**config.mk**
```make
export PLATFORM = sky130hd
export DESIGN_NAME = multipart_form_deframer
export DESIGN_NICKNAME = d
export VERILOG_FILES = /design/src/hw/rtl/mfd_pkg.sv /design/src/hw/rtl/mfd_dpath.sv /design/src/hw/rtl/mfd_ctrl.sv /design/src/hw/rtl/multipart_form_deframer.sv
export SDC_FILE = /design/constraint.sdc
export NUM_CORES = 1
export LEC_CHECK = 0
export ABC_AREA = 1
export BUFFER_PORTS_ARGS = -buffer_cell sky130_fd_sc_hd__buf_4
export CAP_MARGIN = 0
export CORE_UTILIZATION = 35
export DETAILED_ROUTE_END_ITERATION = 6
export PLACE_DENSITY_LB_ADDON = 0.25
export SYNTH_ARGS = -nofsm -noshare
export SYNTH_HDL_FRONTEND = slang
export SYNTH_HIERARCHICAL = 1
export SYNTH_SLANG_ARGS = --single-unit
```
**constraint.sdc**
```tcl
create_clock -name i_clk -period 5.2 [get_ports i_clk]
set_input_delay 0.26 -clock i_clk [delete_from_list [all_inputs] [get_ports i_clk]]
set_output_delay 0.26 -clock i_clk [all_outputs]
set_load 0.02 [all_outputs]
```
**src/hw/rtl/mfd_pkg.sv**
```systemverilog
// Shared types, codes and constants of the multipart form deframer.
package mfd_pkg;

    localparam int MAX_BOUNDARY_DEF = 56;
    localparam int WORD_W           = 64;
    localparam int BYTE_W           = 8;
    localparam int MI_W             = 6;
    localparam int LEN_W            = 6;
    localparam int CFG_IDX_W        = 3;

    // Configuration register indexes.
    localparam logic [CFG_IDX_W-1:0] CFG_BOUNDARY_LEN   = 3'd0;
    localparam logic [CFG_IDX_W-1:0] CFG_BOUNDARY_WORD0 = 3'd1;

    localparam logic [LEN_W-1:0] LEN_RESET = 6'd2;

    // Character codes.
    localparam logic [BYTE_W-1:0] CH_LF      = 8'h0A;
    localparam logic [BYTE_W-1:0] CH_CR      = 8'h0D;
    localparam logic [BYTE_W-1:0] CH_SPACE   = 8'h20;
    localparam logic [BYTE_W-1:0] CH_HYPHEN  = 8'h2D;
    localparam logic [BYTE_W-1:0] CH_COLON   = 8'h3A;
    localparam logic [BYTE_W-1:0] CH_LOWER_A = 8'h61;
    localparam logic [BYTE_W-1:0] CH_LOWER_Z = 8'h7A;
    localparam logic [BYTE_W-1:0] CASE_BIT   = 8'h20;

    typedef enum logic [2:0] {
        KIND_NAME,
        KIND_VALUE,
        KIND_HDR_END,
        KIND_HDRS_DONE,
        KIND_DATA,
        KIND_PART_END,
        KIND_BODY_END,
        KIND_ERROR
    } t_kind;

    typedef enum logic [3:0] {
        PH_OPEN,
        PH_FIELD,
        PH_HDRS_ALMOST,
        PH_VALUE_START,
        PH_VALUE,
        PH_VALUE_ALMOST,
        PH_DATA,
        PH_DATA_CR,
        PH_DELIM,
        PH_AFTER_DELIM,
        PH_FINAL_HYPHEN,
        PH_NEXT_LF,
        PH_END,
        PH_ERROR
    } t_phase;

    typedef enum logic [1:0] {
        SQ_IDLE,
        SQ_LF,
        SQ_DELIM,
        SQ_TAIL
    } t_seq;

    typedef enum logic [1:0] {
        MI_HOLD,
        MI_CLEAR,
        MI_INC
    } t_mi_op;

    typedef enum logic [2:0] {
        SRC_ZERO,
        SRC_IN,
        SRC_CR,
        SRC_LF,
        SRC_DELIM,
        SRC_TAIL
    } t_src;

    typedef struct packed {
        logic out_free;
        logic ch_cr;
        logic ch_lf;
        logic ch_hyphen;
        logic ch_colon;
        logic ch_space;
        logic ch_letter;
        logic mi_eq_len;
        logic mi_eq_len1;
        logic mi_gt_len1;
        logic mi_lt_len;
        logic mi_last;
        logic ch_eq_delim;
        logic rel_empty;
        logic rel_last;
        logic tail_cr;
    } t_dp_status;

    typedef struct packed {
        logic   rel_active;
        t_mi_op mi_op;
        logic   rel_load;
        logic   rel_step;
        logic   out_load;
        t_kind  out_kind;
        t_src   out_src;
        logic   out_last;
    } t_dp_cmd;

endpackage

```
**src/hw/rtl/mfd_dpath.sv**
```systemverilog
// Datapath of the deframer: delimiter registers, match index, release counter, output word.
module mfd_dpath
    import mfd_pkg::*;
#(
    parameter int MAX_BOUNDARY = MAX_BOUNDARY_DEF
) (
    input  logic                 i_clk,
    input  logic                 i_rst_n,
    input  logic                 i_cfg_we,
    input  logic [CFG_IDX_W-1:0] i_cfg_index,
    input  logic [WORD_W-1:0]    i_cfg_wdata,
    input  logic [BYTE_W-1:0]    i_in_byte,
    input  logic                 i_in_first,
    input  logic                 i_out_ready,
    input  t_dp_cmd              i_cmd,
    output t_dp_status           o_status,
    output logic                 o_out_valid,
    output t_kind                o_out_kind,
    output logic [BYTE_W-1:0]    o_out_byte,
    output logic                 o_out_last
);

    localparam int NWORDS = (MAX_BOUNDARY + 7) / 8;
    localparam int FLAT_W = NWORDS * WORD_W;
    localparam int BIDX_W = $clog2(FLAT_W);
    localparam logic [LEN_W-1:0] LEN_MAX = LEN_W'(MAX_BOUNDARY);

    logic [FLAT_W-1:0] r_delim;
    logic [LEN_W-1:0]  r_len;
    logic [LEN_W-1:0]  n_len;
    logic [MI_W-1:0]   r_mi;
    logic [MI_W-1:0]   n_mi;
    logic [MI_W-1:0]   eff_mi;
    logic [MI_W-1:0]   r_rel_cnt;
    logic [MI_W-1:0]   r_rel_idx;
    logic [BYTE_W-1:0] r_tail;
    logic              r_out_valid;
    t_kind             r_out_kind;
    logic [BYTE_W-1:0] r_out_byte;
    logic              r_out_last;
    logic [BYTE_W-1:0] n_out_byte;
    logic [MI_W-1:0]   rd_idx;
    logic [MI_W+2:0]   bit_idx;
    logic [BYTE_W-1:0] delim_byte;
    logic [MI_W:0]     len1;
    logic [BYTE_W-1:0] lc;

    // The length register keeps the effective value: zero reads as one,
    // anything past the storage reads as the largest delimiter.
    always_comb begin
        if (i_cfg_wdata[LEN_W-1:0] == '0) begin
            n_len = LEN_W'(1);
        end else if (i_cfg_wdata[LEN_W-1:0] > LEN_MAX) begin
            n_len = LEN_MAX;
        end else begin
            n_len = i_cfg_wdata[LEN_W-1:0];
        end
    end

    always_ff @(posedge i_clk) begin
        if (!i_rst_n) begin
            r_len   <= LEN_RESET;
            r_delim <= '0;
        end else if (i_cfg_we) begin
            if (i_cfg_index == CFG_BOUNDARY_LEN) begin
                r_len <= n_len;
            end
            for (int w = 0; w < NWORDS; w++) begin
                if (i_cfg_index == CFG_IDX_W'(w + 1)) begin
                    r_delim[w*WORD_W +: WORD_W] <= i_cfg_wdata;
                end
            end
        end
    end

    assign eff_mi     = i_in_first ? '0 : r_mi;
    assign rd_idx     = i_cmd.rel_active ? r_rel_idx : eff_mi;
    assign bit_idx    = {rd_idx, 3'b000};
    assign delim_byte = r_delim[bit_idx[BIDX_W-1:0] +: BYTE_W];
    assign len1       = {1'b0, r_len} + (MI_W+1)'(1);
    assign lc         = i_in_byte | CASE_BIT;

    always_comb begin
        o_status.out_free    = !r_out_valid || i_out_ready;
        o_status.ch_cr       = (i_in_byte == CH_CR);
        o_status.ch_lf       = (i_in_byte == CH_LF);
        o_status.ch_hyphen   = (i_in_byte == CH_HYPHEN);
        o_status.ch_colon    = (i_in_byte == CH_COLON);
        o_status.ch_space    = (i_in_byte == CH_SPACE);
        o_status.ch_letter   = lc inside {[CH_LOWER_A:CH_LOWER_Z]};
        o_status.mi_eq_len   = (eff_mi == r_len);
        o_status.mi_eq_len1  = ({1'b0, eff_mi} == len1);
        o_status.mi_gt_len1  = ({1'b0, eff_mi} > len1);
        o_status.mi_lt_len   = (eff_mi < r_len);
        o_status.mi_last     = (({1'b0, eff_mi} + (MI_W+1)'(1)) >= {1'b0, r_len});
        o_status.ch_eq_delim = (i_in_byte == delim_byte);
        o_status.rel_empty   = (r_rel_cnt == '0);
        o_status.rel_last    = (({1'b0, r_rel_idx} + (MI_W+1)'(1)) == {1'b0, r_rel_cnt});
        o_status.tail_cr     = (r_tail == CH_CR);
    end

    always_comb begin
        case (i_cmd.mi_op)
            MI_CLEAR: n_mi = '0;
            MI_INC:   n_mi = eff_mi + MI_W'(1);
            default:  n_mi = r_mi;
        endcase
    end

    always_ff @(posedge i_clk) begin
        if (!i_rst_n) begin
            r_mi <= '0;
        end else begin
            r_mi <= n_mi;
        end
    end

    // Held bytes of a broken delimiter match: only a count survives.
    always_ff @(posedge i_clk) begin
        if (i_cmd.rel_load) begin
            r_rel_cnt <= o_status.mi_lt_len ? eff_mi : r_len;
            r_rel_idx <= '0;
            r_tail    <= i_in_byte;
        end else if (i_cmd.rel_step) begin
            r_rel_idx <= r_rel_idx + MI_W'(1);
        end
    end

    always_comb begin
        case (i_cmd.out_src)
            SRC_IN:    n_out_byte = i_in_byte;
            SRC_CR:    n_out_byte = CH_CR;
            SRC_LF:    n_out_byte = CH_LF;
            SRC_DELIM: n_out_byte = delim_byte;
            SRC_TAIL:  n_out_byte = r_tail;
            default:   n_out_byte = '0;
        endcase
    end

    always_ff @(posedge i_clk) begin
        if (!i_rst_n) begin
            r_out_valid <= 1'b0;
        end else if (i_cmd.out_load) begin
            r_out_valid <= 1'b1;
        end else if (i_out_ready) begin
            r_out_valid <= 1'b0;
        end
    end

    always_ff @(posedge i_clk) begin
        if (i_cmd.out_load) begin
            r_out_kind <= i_cmd.out_kind;
            r_out_byte <= n_out_byte;
            r_out_last <= i_cmd.out_last;
        end
    end

    assign o_out_valid = r_out_valid;
    assign o_out_kind  = r_out_kind;
    assign o_out_byte  = r_out_byte;
    assign o_out_last  = r_out_last;

endmodule

```
**src/hw/rtl/mfd_ctrl.sv**
```systemverilog
// Controller of the deframer: parse phase, release sequencer and datapath commands.
module mfd_ctrl
    import mfd_pkg::*;
(
    input  logic       i_clk,
    input  logic       i_rst_n,
    input  logic       i_in_valid,
    input  logic       i_first,
    input  t_dp_status i_status,
    output logic       o_in_ready,
    output t_dp_cmd    o_cmd
);

    t_phase r_phase;
    t_phase n_phase;
    t_seq   r_seq;
    t_seq   n_seq;
    logic   r_tail_err;
    logic   n_tail_err;

    always_ff @(posedge i_clk) begin
        if (!i_rst_n) begin
            r_phase    <= PH_OPEN;
            r_seq      <= SQ_IDLE;
            r_tail_err <= 1'b0;
        end else begin
            r_phase    <= n_phase;
            r_seq      <= n_seq;
            r_tail_err <= n_tail_err;
        end
    end

    always_comb begin
        t_phase p;
        logic   fail;
        logic   accept;

        n_phase    = r_phase;
        n_seq      = r_seq;
        n_tail_err = r_tail_err;
        fail       = 1'b0;

        o_cmd.rel_active = (r_seq != SQ_IDLE);
        o_cmd.mi_op      = MI_HOLD;
        o_cmd.rel_load   = 1'b0;
        o_cmd.rel_step   = 1'b0;
        o_cmd.out_load   = 1'b0;
        o_cmd.out_kind   = KIND_DATA;
        o_cmd.out_src    = SRC_ZERO;
        o_cmd.out_last   = 1'b0;

        o_in_ready = (r_seq == SQ_IDLE) && i_status.out_free;
        accept     = o_in_ready && i_in_valid;
        p          = i_first ? PH_OPEN : r_phase;

        case (r_seq)
            SQ_IDLE: begin
                if (accept) begin
                    case (p)
                        PH_OPEN: begin
                            if (i_status.mi_eq_len) begin
                                if (i_status.ch_cr) o_cmd.mi_op = MI_INC;
                                else fail = 1'b1;
                            end else if (i_status.mi_eq_len1) begin
                                if (i_status.ch_lf) begin
                                    o_cmd.mi_op = MI_CLEAR;
                                    n_phase     = PH_FIELD;
                                end else begin
                                    fail = 1'b1;
                                end
                            end else if (i_status.mi_gt_len1 || !i_status.ch_eq_delim) begin
                                fail = 1'b1;
                            end else begin
                                o_cmd.mi_op = MI_INC;
                                n_phase     = PH_OPEN;
                            end
                        end
                        PH_FIELD: begin
                            if (i_status.ch_cr) begin
                                n_phase = PH_HDRS_ALMOST;
                            end else if (i_status.ch_colon) begin
                                n_phase = PH_VALUE_START;
                            end else if (i_status.ch_hyphen || i_status.ch_letter) begin
                                o_cmd.out_load = 1'b1;
                                o_cmd.out_kind = KIND_NAME;
                                o_cmd.out_src  = SRC_IN;
                                o_cmd.out_last = 1'b1;
                            end else begin
                                fail = 1'b1;
                            end
                        end
                        PH_HDRS_ALMOST, PH_VALUE_ALMOST: begin
                            if (i_status.ch_lf) begin
                                o_cmd.out_load = 1'b1;
                                o_cmd.out_last = 1'b1;
                                if (p == PH_HDRS_ALMOST) begin
                                    o_cmd.out_kind = KIND_HDRS_DONE;
                                    n_phase        = PH_DATA;
                                end else begin
                                    o_cmd.out_kind = KIND_HDR_END;
                                    n_phase        = PH_FIELD;
                                end
                            end else begin
                                fail = 1'b1;
                            end
                        end
                        PH_VALUE_START, PH_VALUE: begin
                            if (p == PH_VALUE_START && i_status.ch_space) begin
                                n_phase = PH_VALUE_START;
                            end else if (i_status.ch_cr) begin
                                n_phase = PH_VALUE_ALMOST;
                            end else begin
                                o_cmd.out_load = 1'b1;
                                o_cmd.out_kind = KIND_VALUE;
                                o_cmd.out_src  = SRC_IN;
                                o_cmd.out_last = 1'b1;
                                n_phase        = PH_VALUE;
                            end
                        end
                        PH_DATA: begin
                            if (i_status.ch_cr) begin
                                n_phase = PH_DATA_CR;
                            end else begin
                                o_cmd.out_load = 1'b1;
                                o_cmd.out_src  = SRC_IN;
                                o_cmd.out_last = 1'b1;
                            end
                        end
                        PH_DATA_CR: begin
                            if (i_status.ch_lf) begin
                                o_cmd.mi_op = MI_CLEAR;
                                n_phase     = PH_DELIM;
                            end else begin
                                // The lone CR goes out first; the byte follows unless it is a CR.
                                o_cmd.out_load = 1'b1;
                                o_cmd.out_src  = SRC_CR;
                                o_cmd.out_last = i_status.ch_cr;
                                o_cmd.rel_load = 1'b1;
                                n_tail_err     = 1'b0;
                                if (i_status.ch_cr) begin
                                    n_phase = PH_DATA_CR;
                                end else begin
                                    n_phase = PH_DATA;
                                    n_seq   = SQ_TAIL;
                                end
                            end
                        end
                        PH_DELIM: begin
                            if (i_status.mi_lt_len && i_status.ch_eq_delim) begin
                                if (i_status.mi_last) begin
                                    o_cmd.mi_op = MI_CLEAR;
                                    n_phase     = PH_AFTER_DELIM;
                                end else begin
                                    o_cmd.mi_op = MI_INC;
                                end
                            end else begin
                                // Mismatch: release CR, LF, matched delimiter bytes, non-CR byte.
                                o_cmd.out_load = 1'b1;
                                o_cmd.out_src  = SRC_CR;
                                o_cmd.rel_load = 1'b1;
                                o_cmd.mi_op    = MI_CLEAR;
                                n_tail_err     = 1'b0;
                                n_seq          = SQ_LF;
                                n_phase        = i_status.ch_cr ? PH_DATA_CR : PH_DATA;
                            end
                        end
                        PH_AFTER_DELIM: begin
                            o_cmd.out_load = 1'b1;
                            o_cmd.out_kind = KIND_PART_END;
                            o_cmd.out_last = i_status.ch_hyphen || i_status.ch_cr;
                            if (i_status.ch_hyphen) begin
                                n_phase = PH_FINAL_HYPHEN;
                            end else if (i_status.ch_cr) begin
                                n_phase = PH_NEXT_LF;
                            end else begin
                                o_cmd.mi_op = MI_CLEAR;
                                n_phase     = PH_ERROR;
                                n_tail_err  = 1'b1;
                                n_seq       = SQ_TAIL;
                            end
                        end
                        PH_FINAL_HYPHEN: begin
                            if (i_status.ch_hyphen) begin
                                o_cmd.out_load = 1'b1;
                                o_cmd.out_kind = KIND_BODY_END;
                                o_cmd.out_last = 1'b1;
                                n_phase        = PH_END;
                            end else begin
                                fail = 1'b1;
                            end
                        end
                        PH_NEXT_LF: begin
                            if (i_status.ch_lf) n_phase = PH_FIELD;
                            else fail = 1'b1;
                        end
                        default: begin
                            // Body end or error: silent until the next body starts.
                            n_phase = p;
                        end
                    endcase

                    if (fail) begin
                        o_cmd.out_load = 1'b1;
                        o_cmd.out_kind = KIND_ERROR;
                        o_cmd.out_src  = SRC_ZERO;
                        o_cmd.out_last = 1'b1;
                        o_cmd.mi_op    = MI_CLEAR;
                        n_phase        = PH_ERROR;
                    end
                end
            end
            SQ_LF: begin
                if (i_status.out_free) begin
                    o_cmd.out_load = 1'b1;
                    o_cmd.out_src  = SRC_LF;
                    o_cmd.out_last = i_status.rel_empty && i_status.tail_cr;
                    if (!i_status.rel_empty) n_seq = SQ_DELIM;
                    else if (i_status.tail_cr) n_seq = SQ_IDLE;
                    else n_seq = SQ_TAIL;
                end
            end
            SQ_DELIM: begin
                if (i_status.out_free) begin
                    o_cmd.out_load = 1'b1;
                    o_cmd.out_src  = SRC_DELIM;
                    o_cmd.rel_step = 1'b1;
                    o_cmd.out_last = i_status.rel_last && i_status.tail_cr;
                    if (i_status.rel_last) begin
                        n_seq = i_status.tail_cr ? SQ_IDLE : SQ_TAIL;
                    end
                end
            end
            SQ_TAIL: begin
                if (i_status.out_free) begin
                    o_cmd.out_load = 1'b1;
                    o_cmd.out_last = 1'b1;
                    if (r_tail_err) begin
                        o_cmd.out_kind = KIND_ERROR;
                        o_cmd.out_src  = SRC_ZERO;
                    end else begin
                        o_cmd.out_kind = KIND_DATA;
                        o_cmd.out_src  = SRC_TAIL;
                    end
                    n_seq = SQ_IDLE;
                end
            end
            default: begin
                n_seq = SQ_IDLE;
            end
        endcase
    end

endmodule

```
**src/hw/rtl/multipart_form_deframer.sv**
```systemverilog
// Top level of the multipart form deframer: stream ports, controller and datapath.
// A body byte's first result word reaches the master side in the cycle after the byte is taken.
// Throughput: one body byte per cycle while the output drains and no held bytes are released,
// with results held in one output register; a byte yielding several results (a broken match,
// a lone data CR, a bad byte after a part end) keeps the input closed until its last is loaded.
// Reset: synchronous, active low; parser restarts at the opening delimiter, boundary_len=2,
// boundary words clear, and the output register is emptied.
module multipart_form_deframer
    import mfd_pkg::*;
#(
    parameter int MAX_BOUNDARY = MAX_BOUNDARY_DEF
) (
    input  logic                 i_clk,
    input  logic                 i_rst_n,
    // Configuration write port: boundary_len at index 0, boundary words at 1 to 7.
    input  logic                 i_cfg_we,
    input  logic [CFG_IDX_W-1:0] i_cfg_index,
    input  logic [WORD_W-1:0]    i_cfg_wdata,
    // Body byte stream.
    input  logic                 s_axis_tvalid,
    output logic                 s_axis_tready,
    input  logic [7:0]           s_axis_tdata,  // [7:0] body_byte
    input  logic                 s_axis_tuser,  // [0] first_of_body
    // Result stream.
    output logic                 m_axis_tvalid,
    input  logic                 m_axis_tready,
    output logic [7:0]           m_axis_tdata,  // [7:0] result_byte
    output logic [2:0]           m_axis_tuser,  // [2:0] result_kind
    output logic                 m_axis_tlast   // last result word caused by one body byte
);

    t_dp_status status;
    t_dp_cmd    cmd;
    t_kind      out_kind;

    // The controller owns the parse phase and the sequencer that plays out the held
    // CR, LF and delimiter bytes when a closing delimiter match breaks. The datapath
    // keeps only the match index, so the delimiter bytes are rebuilt from the boundary words.
    mfd_ctrl u_ctrl (
        .i_clk      (i_clk),
        .i_rst_n    (i_rst_n),
        .i_in_valid (s_axis_tvalid),
        .i_first    (s_axis_tuser),
        .i_status   (status),
        .o_in_ready (s_axis_tready),
        .o_cmd      (cmd)
    );

    // The datapath holds the boundary registers, the match and release counters and
    // the output register, which lets a new body byte enter in the cycle its waiting word is taken.
    mfd_dpath #(
        .MAX_BOUNDARY (MAX_BOUNDARY)
    ) u_dpath (
        .i_clk       (i_clk),
        .i_rst_n     (i_rst_n),
        .i_cfg_we    (i_cfg_we),
        .i_cfg_index (i_cfg_index),
        .i_cfg_wdata (i_cfg_wdata),
        .i_in_byte   (s_axis_tdata),
        .i_in_first  (s_axis_tuser),
        .i_out_ready (m_axis_tready),
        .i_cmd       (cmd),
        .o_status    (status),
        .o_out_valid (m_axis_tvalid),
        .o_out_kind  (out_kind),
        .o_out_byte  (m_axis_tdata),
        .o_out_last  (m_axis_tlast)
    );

    assign m_axis_tuser = out_kind;

    // A new result word is never written over one that has not been taken.
    a_no_overwrite: assert property (@(posedge i_clk) disable iff (!i_rst_n)
        cmd.out_load |-> status.out_free)
        else $error("result word overwritten before it was taken");

    // The input side is open only when the output register can take a word.
    a_ready_free: assert property (@(posedge i_clk) disable iff (!i_rst_n)
        s_axis_tready |-> status.out_free)
        else $error("input accepted with no room for its result");

    // A word that does not end its run keeps the input side closed next cycle.
    a_run_blocks: assert property (@(posedge i_clk) disable iff (!i_rst_n)
        (cmd.out_load && !cmd.out_last) |=> !s_axis_tready)
        else $error("input accepted in the middle of a result run");

    // Each step of a delimiter release produces a data word.
    a_release_emits: assert property (@(posedge i_clk) disable iff (!i_rst_n)
        cmd.rel_step |-> (cmd.out_load && cmd.out_kind == KIND_DATA))
        else $error("release step without a data word");

endmodule
```
After elaboration in Yosys (flattened, before gate mapping)
Index checks and enable logic that the tools add are counted.
Word-level totals
  output and inout bits: 14
  word-level logic and storage cells: 229
  bits in registers: 500
  input bits: 81
Operators by class
  reductions and logical operators: 36
  multiplexer cells: 104
  $lt $le $gt $ge: 6
  equality and inequality tests: 58
  shifts and indexed selects: 1
  add/sub/neg operators: 5
Operator list (number)
  variable part select 448 x 10 -> 8 bit: 1
  2-to-1 mux 4 bit: 17
  2-to-1 mux 8 bit: 8
  2-to-1 mux 2 bit: 22
  case mux 4 bit (10 select lines): 1
  case mux 8 bit (5 select lines): 1
  2-to-1 mux 6 bit: 5
  case mux 3 bit (5 select lines): 2
  2-to-1 mux 1 bit: 27
  == test 8 x 4 -> 1 bit, second input constant: 3
  == test 8 x 6 -> 1 bit, second input constant: 3
  2-to-1 mux 3 bit: 8
  adder 6 x 1 -> 7 bit, second input constant: 3
  == test 3 bit, second input constant: 6
  AND reduction 9 bit: 2
  == test 4 x 3 -> 1 bit, second input constant: 4
  == test 4 bit, second input constant: 4
  case mux 2 bit (4 select lines): 2
  case mux 4 bit (4 select lines): 1
  AND reduction 2 bit: 8
  adder 6 x 1 -> 6 bit, second input constant: 2
  == test 3 x 2 -> 1 bit, second input constant: 4
  logical NOT 6 bit: 2
  inequality test 4 bit, second input constant: 3
  other kinds (41): 71

Longest topological paths before layout
  word-level depth: 17
  depth in mapped cells: 38

By module
The synthesis kept the hierarchy.
By module, submodules not included
  mfd_dpath: area each 22628.0 um^2, cells each 3307, instances 1, sequential area each 10129.7 um^2
  mfd_ctrl: area each 1241.2 um^2, cells each 245, instances 1, sequential area each 140.1 um^2

Worst setup path before layout
No wires, ideal clock.
  path kind: reg2reg
  start: reg u_ctrl.r_seq[0]
  end: reg u_dpath.r_out_byte[0], in the netlist u_dpath/o_out_byte[0] (data pin)
  arrival: 3.801 ns
  required time: 5.051 ns
  stages on the path, launching flop included: 33
  slack: 1.250 ns
  clock period less this slack: 3.950 ns
  path through: dfxtp_1 -> inv_1 -> ha_1 -> inv_1 -> buf_6 -> inv_4 -> nand3_4 -> nand2_2 -> buf_6 -> buf_2 -> nand2_1 -> nand3_1 -> nand2_1 -> nand2_1 -> nand3_1 -> nand2_1 -> inv_1 -> nand2_1 -> nand3_1 -> nand2_1 -> nor2_1 -> nand2_1 -> nor2_1 -> nand2_1 -> nand2_1 -> o21ai_2 -> o21bai_2 -> o22ai_1 -> nor3_1 -> inv_1 -> o21ai_0 -> a21oi_1 -> a21oi_1
RTL lines
  start, declared: RTL line mfd_ctrl.sv:16  | t_seq r_seq;
  start signal, assigned: RTL line mfd_ctrl.sv:28  | r_seq <= n_seq;
  end signal, assigned: RTL line mfd_dpath.sv:153  | r_out_byte <= n_out_byte;
  end, declared: RTL line mfd_dpath.sv:39  | logic [BYTE_W-1:0] r_out_byte;

==> summary.txt <==
Outcome = finished, final reports clean
Initial antenna violation count = 2
Drt via density = 5.38
Final min period = 4870 ps
Clock Power Share = 28.6%
Netlist Area Pre-Place = 23,900 µm²
Fraction of final layout cells sized beyond drive strength 1 = 9.01%
Worst path required time = 5560 ps
Asr flop ratio synth = 0%
Largest net degree at the start of global routing = 227
CP max stage cell = dfxtp_1
Design Power = 14.2 mW
Setup crit end = u_dpath/o_out_byte[5]$_DFFE_PP_
Via count = 24,400
Sequential area share after synthesis = 43.0%
Leakage = 12.0 nW
Hold Crit Class = input pin to register
Routed Antenna Nets = 0
CP dominant cell by count = nand3_1
Pint = 8.32 mW
Buffers on Ports = 94
Largest stage delay on the critical path = 380 ps
Clock skew = 22.0 ps
MaxCap Viol Count = 0
Ys flop type = dfxtp_1
Synthesized area per cell = 6.72 µm²
Core box area = 67,300 µm²
Nature of the critical path endpoint = register
Drc violations = 0
Slew @ Worst Pin = 976 ps
Maximum vdd ir drop = 0.000328 V
First-pass DRT Iterations = 6
Number of buffers created by CTS = 54
Flop pwr share = 30.1%
Buf+Inv Stages, Crit Path = 8
Multi-input logic area = 12,100 µm²
Arrival time of the worst setup path = 5220 ps
Std cell rows = 95
Clock Latency Late Sink = 640 ps
Drt total wl = 91,400 µm
Gr usage total = 25.4%
Clock Pin Slew Worst Setup and Hold Paths = 70 ps
Area Growth Syn to Fin = 18.3%
CTS Buffer Depth = 3
Num ports = 95
Switch share = 41.3%
Setup CP Type = register to register
Achievable Freq = 206 MHz
Worst R2R End = u_dpath/o_out_byte[5]$_DFFE_PP_
Tcrit/Tclk final = 93.6%
Top post-synthesis cells by area = dfxtp_1 40%, nor2_1 13%, o21ai_0 10%, nand3_1 10%, nand2_1 9.6%
Final Max Tran Viols = 0
Number of flops mapped to enable cells by yosys = 26
Final setup fails = 0
Routed length per placed instance = 20.1 µm
Setup tns final = 0 ps
Register Area = 10,300 µm²
Yosys cell types = 44
Die height = 263 µm
Post-DP HPWL = 56,300 µm
Worst Path Max Fanout = 19
Logic pwr share = 41.3%
Vias in the first global route = 22,600
Area leader, netlist = dfxtp_1
Full die area = 69,200 µm²
Reg2Reg Depth = 30
Worst setup SP type = register
Crit. Startpoint = u_ctrl/r_seq[0]$_SDFFE_PN0P_
Gpl congestion = 0.902
1st-iter DRT viols = 2,835
Mapped Nets = 3,660
Grt ovf = 0
Slew margin rel. = 34.9%
Synthesis warning total = 6
Initial Utilization = 35.5%
First-pass GRT wire length = 138,000 µm
Final hold vios = 0
TritonCTS Sinks = 500
R2r setup slk = 330 ps
R2R Path Start = u_ctrl/r_seq[0]$_SDFFE_PN0P_
CP delay by family, top = simple AND/OR/NAND/NOR gates
Sw power = 5.86 mW
Crit path depth = 30
Top-area cell type share of the netlist area = 39.8%
Root buffer cell = clkbuf_16
Fill cell total of the finished layout = 7,108
Final #Nets = 3,727
CTS tree = done
Post-Syn Instances = 3,552
Count of state elements after synthesis = 500
Die width = 263 µm
Power Density = 502 nW/µm²
H-tree level count = 2
==> timing repair <==
| action | 4_1_cts | 5_1_grt |
|---|---|---|
| hold buffers | 69 | 0 |
| resized for setup | 0 | 22 |
| setup endpoints to repair | 0 | 37 |
| buffers inserted | 0 | 12 |
| endpoints found under the hold margin | 400 | 0 |
==> power groups by stage <==
| stage | clock network [mW] | logic [mW] | registers [mW] |
|---|---|---|---|
| final | 4.06 | 5.85 | 4.26 |
| after CTS | 4.12 | 5.45 | 4.26 |
| after detailed placement | 0 | 5.39 | 4.35 |
| after global placement | 0 | 5.39 | 4.35 |
| after global routing | 4.27 | 6.24 | 4.29 |
| after floorplan | 0 | 3.31 | 4.36 |
==> registers in the layout, summed over array words and instances, names as in the netlist <==
name                 flops
u_dpath/r_delim        448
u_dpath/o_out_byte       8
u_dpath/r_tail           8
u_dpath/r_len            6
u_dpath/r_mi             6
u_dpath/r_rel_cnt        6
u_dpath/r_rel_idx        6
u_ctrl/r_phase           4
u_dpath/o_out_kind       3
u_ctrl/r_seq             2
u_ctrl/r_tail_err        1
u_dpath/o_out_last       1
u_dpath/o_out_valid      1
==> Yosys cell counts, types with 5 or more instances <==
cell type	number
ha_1	27
inv_2	12
nor3_1	12
clkbuf_1	152
nand3_1	480
edfxtp_1	26
buf_2	65
nand2_2	9
a31oi_1	7
nand4_1	11
xor2_1	13
dfxtp_1	474
inv_1	149
nand3b_1	8
nand2_1	613
o21ai_0	486
buf_4	12
nor2_1	803
a21oi_1	128
nor2_2	6
o21ai_1	10
nor4_1	5
==> cells by family after synthesis <==
group           synth area share, %
xor+xnor                      0.587
simple gates                   34.0
buf+inv                        7.00
flops                          43.0
fa+ha+maj                      1.42
compound gates                 13.9
==> routing by layer <==
layer	wire length [µm]	track usage [%]
met1	40000	34.8
met2	41200	40.7
met3	6530	2.72
met4	3650	10.2
met5	13	0
==> worst min path at each step <==
stage	slack [ps]	to	startpoint	cells past startpoint
2_1_floorplan	360	u_dpath/r_tail[0]$_DFFE_PP_	s_axis_tdata[0]	0
5_1_grt	120	u_ctrl/r_phase[1]$_SDFFE_PN0P_	i_rst_n	3
4_1_cts	80	u_dpath/r_delim[321]$_SDFFE_PN0P_	i_cfg_wdata[1]	3
6_report	110	u_ctrl/r_phase[0]$_SDFFE_PN0P_	i_rst_n	3
3_5_place_dp	450	u_dpath/r_delim[334]$_SDFFE_PN0P_	u_dpath/r_delim[334]$_SDFFE_PN0P_	2
3_3_place_gp	440	u_dpath/r_delim[342]$_SDFFE_PN0P_	u_dpath/r_delim[342]$_SDFFE_PN0P_	2
==> worst reg2reg max path: cells and delay by family (launching register included) <==
| family | cells | cell delay [ps] |
|---|---|---|
| adder cells (fa/ha/maj) | 2 | 580 |
| flip-flops | 1 | 380 |
| buffers and inverters | 8 | 1030 |
| AO/OA/AOI/OAI | 4 | 480 |
| AND/OR/NAND/NOR | 16 | 2140 |
==> per-stage QoR <==
step           instance area [µm²]  hold WS (ps)  cells  setup WS [ps]  utilization [%]
6_report                     28200           109   4536            334             42.0
5_1_grt                      28200           123   4535          -23.4             42.0
4_1_cts                      28000          76.4   4518           48.5             41.6
3_5_place_dp                 25400           445   4350            116             37.8
3_3_place_gp                 25400           440   4350            149             37.8
2_1_floorplan                23900           359   3552           1250                -
==> cell type report <==
cell class / count / share of cell area [%]
Timing Repair Buffer: 246 / 8.06
Clock buffer: 81 / 5.90
Clock inverter: 18 / 0.762
Antenna cell: 1 / 0.00886
Multi-Input combinational cell: 2651 / 42.8
Sequential cell: 500 / 36.4
Tap cell: 873 / 3.87
Inverter: 166 / 2.23
==> cells in the final DEF (no fill, tap or decap), drive strengths merged, types with 2 or more instances in the layout <==
cell / n
dlygate4sd3: 69
a21oi: 128
o21a: 3
bufinv: 3
clkbuf: 84
dfxtp: 474
o21ai: 501
a31oi: 7
edfxtp: 26
nand4: 11
nor4: 5
nor3: 12
nand2: 624
clkinv: 18
inv: 163
o21bai: 2
nand3: 482
nand3b: 8
o211ai: 2
nor3b: 2
a211oi: 3
xnor2: 3
ha: 27
buf: 174
nor2: 812
xor2: 13
Power figures use the tool's default switching activity.
